File: config.mk
export PLATFORM = sky130hd
export DESIGN_NAME = ssrp_cell
export DESIGN_NICKNAME = d
export VERILOG_FILES = /design/src/hw/rtl/ssrp_pkg.sv /design/src/hw/rtl/ssrp_cell.sv
export SDC_FILE = /design/constraint.sdc
export NUM_CORES = 1
export LEC_CHECK = 0
export ABC_AREA = 1
export BUFFER_PORTS_ARGS = -buffer_cell sky130_fd_sc_hd__buf_2
export CAP_MARGIN = 5
export CORE_AREA = 2 2 94 87
export CTS_BUF_LIST = sky130_fd_sc_hd__clkbuf_4
export CTS_CLUSTER_DIAMETER = 50
export CTS_CLUSTER_SIZE = 24
export DETAILED_ROUTE_END_ITERATION = 16
export DIE_AREA = 0 0 96 89
export HOLD_SLACK_MARGIN = 0.05
export MAX_ROUTING_LAYER = met4
export PLACE_DENSITY = 0.76
export SLEW_MARGIN = 5
export SYNTH_ARGS = -nofsm -noshare
export SYNTH_HDL_FRONTEND = slang
export SYNTH_SLANG_ARGS = --single-unit
File: constraint.sdc
create_clock -name clk -period 3.6 [get_ports clk]
set_clock_uncertainty 0.15 [all_clocks]
set_input_delay 0 -clock clk [delete_from_list [all_inputs] [get_ports clk]]
set_output_delay 0 -clock clk [all_outputs]
set_load 0.03 [all_outputs]
File: src/hw/rtl/ssrp_pkg.sv
// ============================================================================
// ssrp_pkg: shared types and codes for the slot set with root prune
// Request codes, the token handed from cell to cell, and the per-request
// broadcast that every cell of the chain sees.
// ============================================================================
package ssrp_pkg;

    localparam int unsigned SLOT_W = 64;

    localparam logic [1:0] REQ_LOOKUP   = 2'd0;
    localparam logic [1:0] REQ_ADD      = 2'd1;
    localparam logic [1:0] REQ_PRUNE    = 2'd2;
    localparam logic [1:0] REQ_RESERVED = 2'd3;

    // Token that walks down the chain, one cell per cycle.
    typedef struct packed {
        logic tok;        // the request is at this cell now
        logic hit;        // some earlier cell holds the slot
        logic free_seen;  // some earlier cell is free
    } token_t;

    // Request data broadcast to every cell.
    typedef struct packed {
        logic              prune;
        logic              commit;
        logic [SLOT_W-1:0] value;
    } bcast_t;

endpackage

File: src/hw/rtl/ssrp_cell.sv
// ============================================================================
// ssrp_cell: one entry of the slot set
// Holds one key and its valid bit, updates the token as it passes and
// remembers whether it is the first free entry for a pending add.
// ============================================================================
module ssrp_cell (
    input  logic            clk,
    input  logic            rst_n,
    input  ssrp_pkg::bcast_t b,
    input  ssrp_pkg::token_t tok_in,
    output ssrp_pkg::token_t tok_out
);
    import ssrp_pkg::*;

    logic              valid_reg;
    logic              cand_reg;
    logic [SLOT_W-1:0] key_reg;
    token_t            tok_reg;
    logic              hit_here;
    logic              below;

    assign hit_here = valid_reg && (key_reg == b.value);
    assign below    = valid_reg && (key_reg < b.value);
    assign tok_out  = tok_reg;

    always_ff @(posedge clk or negedge rst_n)
    begin
        if (!rst_n)
        begin
            valid_reg <= 1'b0;
            cand_reg  <= 1'b0;
            tok_reg   <= '0;
        end
        else
        begin
            tok_reg.tok       <= tok_in.tok;
            tok_reg.hit       <= tok_in.hit | hit_here;
            tok_reg.free_seen <= tok_in.free_seen | ~valid_reg;
            if (tok_in.tok)
            begin
                // Only the lowest free entry may take the new key.
                cand_reg <= ~valid_reg & ~tok_in.free_seen;
                if (b.prune && below)
                begin
                    valid_reg <= 1'b0;
                end
            end
            else if (b.commit && cand_reg)
            begin
                valid_reg <= 1'b1;
            end
        end
    end

    always_ff @(posedge clk)
    begin
        if (b.commit && cand_reg)
        begin
            key_reg <= b.value;
        end
    end

endmodule

==> impl_metrics.json, run 1 <==
{
  "status": "complete, no violations",
  "final-seq-area_um2": 2050,
  "cts_hold_buf": 71,
  "synth-seq-area-share": 0.535,
  "antenna_found_initial": 0,
  "vias_per_cell": 4.67,
  "hold_violations": 0,
  "avgSynthCellArea_um2": 10.6,
  "cts_tree": "built",
  "worst-path-max-fanout": 40,
  "slew_violations": 0,
  "largest_register_ffs": 64,
  "io_pins": 74,
  "cts_sinks": 69,
  "fp-row-count": 30,
  "endpoint_kind": "flip-flop",
  "vdd_drop_max_uv": 257,
  "yosysWarnings": 0,
  "fillers": 565,
  "gp_congestion": 0.764,
  "tightestPinTransition_ps": 527,
  "min_path_type": "primary input to flip-flop",
  "crit_slowest_cell": "buf_4",
  "placed_area_um2": 4320,
  "worst_setup_path_start_kind": "flip-flop",
  "clock_latency_ps": 420,
  "synth_seq_cells": 69,
  "cts_setup_buffers": 0,
  "finalPower_w": 0.00177,
  "fin_nets": 652,
  "htree_levels": 3,
  "critical_path_class": "flip-flop to flip-flop",
  "synthCells": 361,
  "wirelength_um": 7450,
  "drt-initial-drc-count": 120,
  "slew_headroom": 0.649,
  "die_y_um": 89,
  "dp_hpwl_um": 5280,
  "grt.overflow.total": 0,
  "cts.clk_slew.worst_paths_ps": 130,
  "synth.distinct_cells": 25,
  "ant_nets": 0,
  "route.detailed.drc": 0,
  "final_common_cell": "inv_1",
  "fin_area_um2": 5170,
  "root_buffer": "clkbuf_4",
  "drt_first_pass_iters": 4,
  "areaGrowthSynthToFinish_pct": 35.2,
  "tns_ps": 0,
  "grt_setup_unrepaired": "false",
  "setup_viol": 0,
  "grt_pass1_vias": 2933,
  "final_cell_mix": "inv_1, buf_2, dlygate4sd3_1",
  "grt_usage": 0.195,
  "synth_area_um2": 3830,
  "vias": 2885,
  "cts_resized": 0,
  "cts.path.max_buffers": 2,
  "grt_pass1_wl_um": 12200,
  "wire_per_inst_um": 12.0,
  "start_util": 0.513,
  "cpPeakStageDelay_ps": 530,
  "die_w_um": 96,
  "max_freq_mhz": 532,
  "multiInputGateArea_um2": 1470,
  "port_buffers": 73,
  "path_cells": "nand2_1 -> inv_2 -> buf_4",
  "timing.final.crit_share": 0.522,
  "cp.arrival_ps": 1790,
  "diodes": 0,
  "crit_buf_inv": 2,
  "cts_buffers": 9,
  "core_um2": 7470,
  "required_ps": 3510,
  "leakage_nw": 2.52,
  "maxCapViolCount": 0,
  "drive_above_1_share": 0.188,
  "power.density_nw_per_um2": 342,
  "cpLargestDelayFamily": "buffers and inverters",
  "die-area_um2": 8540,
  "synth_nets": 496,
  "grt_max_degree": 41,
  "period_needed_ps": 1880
}
-- layer usage --
| metal | track usage | share of wire | vias to the layer above |
|---|---|---|---|
| met4 | 0.0636 | 0.013 | 0 |
| met2 | 0.336 | 0.49 | 65 |
| met5 | - | 0 | - |
| met1 | 0.220 | 0.45 | 1293 |
| met3 | 0.0506 | 0.044 | 14 |
| li1 | - | - | 1513 |
-- final cells by class --
cell class                      count  share of cell area
Timing Repair Buffer              145               0.209
Sequential cell                    69               0.396
Clock inverter                      7              0.0145
Clock buffer                        9              0.0131
Multi-Input combinational cell    208               0.283
Tap cell                           96              0.0232
Inverter                           84              0.0609
-- synth_stat cells --
cell,instances,share of area
ha_1,64,0.21
o21ai_1,4,0.0052
nor3_1,1,0.0013
o22ai_1,1,0.0016
inv_1,79,0.077
o21a_1,3,0.0059
dfrtp_1,5,0.033
nand2_1,70,0.069
o21ai_0,3,0.0039
nand3_2,1,0.0026
a21oi_2,1,0.0023
nor4_1,1,0.0016
nor2_1,16,0.016
nor4_4,1,0.0056
nand3_1,3,0.0039
clkinv_1,3,0.0029
a31o_1,1,0.0023
or2_2,1,0.0016
nand4_1,4,0.0065
nand2_2,1,0.0016
a21o_1,2,0.0039
nor2_2,1,0.0016
a21oi_1,29,0.038
inv_2,2,0.0020
edfxtp_1,64,0.50
-- kinds of logic after synthesis --
kind of cell | count (synthesis) | share of synthesized area
adders and majority gates | 64 | 0.209
AOI/OAI and AO/OA | 44 | 0.0631
buffers and inverters | 84 | 0.0824
DFF | 69 | 0.535
and+or+nand+nor | 100 | 0.111
-- per-stage QoR --
step / utilization / cells / hold slack [ps] / worst slack [ps]
2_1_floorplan: - / 361 / -446 / 1340
3_3_place_gp: 0.579 / 531 / -333 / 1730
3_5_place_dp: 0.579 / 531 / -329 / 1700
4_1_cts: 0.693 / 618 / 111 / 1680
5_1_grt: 0.693 / 618 / 117 / 1580
6_report: 0.693 / 618 / 146 / 1720
-- path summary, 6_finish.rpt --
check | startpoint | cells past startpoint | to | slack [ps]
min in group asynchronous | rst_n | 3 | tok_out[1]$_DFF_PN0_ | 350
min | b[11] | 2 | key_reg[11]$_DFFE_PP_ | 150
max | cand_reg$_DFFE_PN0P_ | 3 | key_reg[35]$_DFFE_PP_ | 1720
max in group asynchronous | rst_n | 3 | tok_out[2]$_DFF_PN0_ | 2740
min reg2reg | cand_reg$_DFFE_PN0P_ | 2 | cand_reg$_DFFE_PN0P_ | 390
max reg2reg | cand_reg$_DFFE_PN0P_ | 3 | key_reg[35]$_DFFE_PP_ | 1720
-- power breakdown --
| group | total, W | leakage (nW) | internal [W] | switching, W |
|---|---|---|---|---|
| Sequential | 0.000947 | 0.651 | 0.000932 | 0.0000148 |
| Clock | 0.000506 | 0.0702 | 0.000214 | 0.000293 |
| Combinational | 0.000315 | 1.80 | 0.000155 | 0.000160 |
| Total | 0.00177 | 2.52 | 0.00130 | 0.000468 |
Note: power is estimated with default switching activity, not from simulation.
==> run 2, diff against run 1 <==
==> constraint.sdc (replaced) <==
create_clock -name clk -period 1.75 [get_ports clk]
set_clock_uncertainty 0.15 [all_clocks]
set_input_delay 0 -clock clk [delete_from_list [all_inputs] [get_ports clk]]
set_output_delay 0 -clock clk [all_outputs]
set_load 0.03 [all_outputs]
==> run 2 against run 1 <==
Against the previous run: via count is 2.4% higher; sequential cell count is the same; worst setup slack got worse by 1700 ps; the flow now finishes with violations (setup timing); sequential power rose by 110%; final cell count rose by 0.65%; die area unchanged; hold slack lost 16 ps; sequential share of layout area down 1.2 points; wire length rose by 8.2%; global-route usage rose by 0.93 points; power up 120%; first-iteration DRC count fell by 4.2%.
==> impl_metrics.json, run 2 (synthesized netlist as in run 1, its figures left out) <==
{
  "slew_headroom": 0.821,
  "maxCapViolCount": 0,
  "hold_violations": 0,
  "grt_usage": 0.204,
  "ant_nets": 0,
  "grt_max_degree": 30,
  "cts_buffers": 9,
  "vias_per_cell": 4.75,
  "finalPower_w": 0.00382,
  "grt_pass1_wl_um": 12800,
  "grt_setup_unrepaired": "true",
  "fp-row-count": 30,
  "port_buffers": 73,
  "leakage_nw": 2.55,
  "cts_setup_buffers": 0,
  "cp.arrival_ps": 1950,
  "wirelength_um": 8050,
  "worst_setup_path_start_kind": "flip-flop",
  "start_util": 0.513,
  "dp_hpwl_um": 5410,
  "clock_latency_ps": 420,
  "die-area_um2": 8540,
  "root_buffer": "clkbuf_4",
  "max_freq_mhz": 570,
  "vias": 2954,
  "slew_violations": 0,
  "violations": "setup timing",
  "period_needed_ps": 1750,
  "largest_register_ffs": 64,
  "worst-path-max-fanout": 3,
  "grt.overflow.total": 0,
  "fillers": 542,
  "tightestPinTransition_ps": 268,
  "endpoint_kind": "flip-flop",
  "drt_first_pass_iters": 4,
  "required_ps": 1950,
  "cts_sinks": 69,
  "core_um2": 7470,
  "cts.clk_slew.worst_paths_ps": 120,
  "die_y_um": 89,
  "drt-initial-drc-count": 115,
  "fin_nets": 656,
  "power.density_nw_per_um2": 716,
  "timing.final.crit_share": 1.00,
  "route.detailed.drc": 0,
  "antenna_found_initial": 0,
  "dp_slack_ps": -20.2,
  "areaGrowthSynthToFinish_pct": 39.5,
  "final.setup.worst_slack_ps": -3.33,
  "final_cell_mix": "inv_1, buf_2, dlygate4sd3_1",
  "setup_viol": 1,
  "critical_path_class": "flip-flop to flip-flop",
  "status": "complete, but fails checks",
  "min_path_type": "primary input to flip-flop",
  "gp_congestion": 0.802,
  "drive_above_1_share": 0.224,
  "htree_levels": 3,
  "grt_pass1_vias": 2955,
  "cts.path.max_buffers": 2,
  "die_w_um": 96,
  "vdd_drop_max_uv": 446,
  "io_pins": 74,
  "final_common_cell": "inv_1",
  "diodes": 0,
  "wire_per_inst_um": 12.9,
  "cts_tree": "built"
}
run 2: cell count changes in the layout (fill, tap and decap cells not counted), moves of 2 or more:
cell,previous run,this run
nand2_1,70,66
nor2_2,1,5
buf_4,1,4
ha_4,0,5
nor2_1,16,11
clkinv_2,0,2
ha_1,64,59
nand2_2,1,4
run 2: power breakdown:
group,total [W],internal [W],switching (W)
Combinational,0.000697,0.000346,0.000351
Sequential,0.00195,0.00192,0.0000362
Clock,0.00117,0.000572,0.000601
Total,0.00382,0.00284,0.000988
run 2: cell type report:
| class | instances | area (um^2) | area share |
|---|---|---|---|
| sequential | 69 | 2050 | 0.383 |
| tap | 96 | 120 | 0.0225 |
| inverter | 84 | 319 | 0.0597 |
| clock buffer | 9 | 67.6 | 0.0126 |
| timing repair buffer | 149 | 1130 | 0.211 |
| clock inverter | 7 | 90.1 | 0.0169 |
| multi-input combinational | 208 | 1570 | 0.294 |
run 2: metrics by stage:
step / hold WS [ps] / std cells / util / TNS [ps] / cell area (um^2)
final: 130 / 622 / 0.715 / -3.33 / 5340
after global routing: 110 / 622 / 0.715 / -206 / 5340
after CTS: 117 / 622 / 0.704 / -38.8 / 5260
after detailed placement: -323 / 535 / 0.586 / -20.2 / 4370
after global placement: -325 / 535 / 0.586 / 0 / 4370
after floorplan: -446 / 361 / - / -10640 / 3840
run 2: path summary, 6_finish.rpt:
path                                  startpoint                     to  slack, ps  cells past startpoint
max                        key_reg[46]$_DFFE_PP_  valid_reg$_DFFE_PN0P_         -3                      7
min in group asynchronous                  rst_n   tok_out[1]$_DFF_PN0_        370                      3
min reg2reg                 cand_reg$_DFFE_PN0P_   cand_reg$_DFFE_PN0P_        410                      2
max reg2reg                key_reg[46]$_DFFE_PP_  valid_reg$_DFFE_PN0P_         -3                      7
max in group asynchronous                  rst_n  valid_reg$_DFFE_PN0P_        850                      3
min                                    tok_in[2]   tok_out[2]$_DFF_PN0_        130                      2
run 2: routing by layer:
| metal | vias to the layer above | wire [um] | share of wire | GRT usage |
|---|---|---|---|---|
| li1 | 1524 | - | - | - |
| met1 | 1350 | 3480 | 0.43 | 0.235 |
| met5 | - | 0 | 0 | - |
| met4 | 0 | 63 | 0.0078 | 0.0468 |
| met3 | 7 | 390 | 0.048 | 0.0514 |
| met2 | 73 | 4120 | 0.51 | 0.359 |
run 2: repair_timing:
item | CTS | global route
setup endpoints to repair | 2 | 2
hold endpoints to repair | 102 | 0
resized for setup | 4 | 12
pin swaps | 4 | 9
hold buffers | 71 | 0
run 2: worst max-delay path, stage by stage (launching register included):
cell	delay (ps)
edfxtp_1	440
ha_4	300
nand2_4	50
nor4_4	320
nand3_2	130
nor2_4	130
nand2_2	60
a21oi_2	100
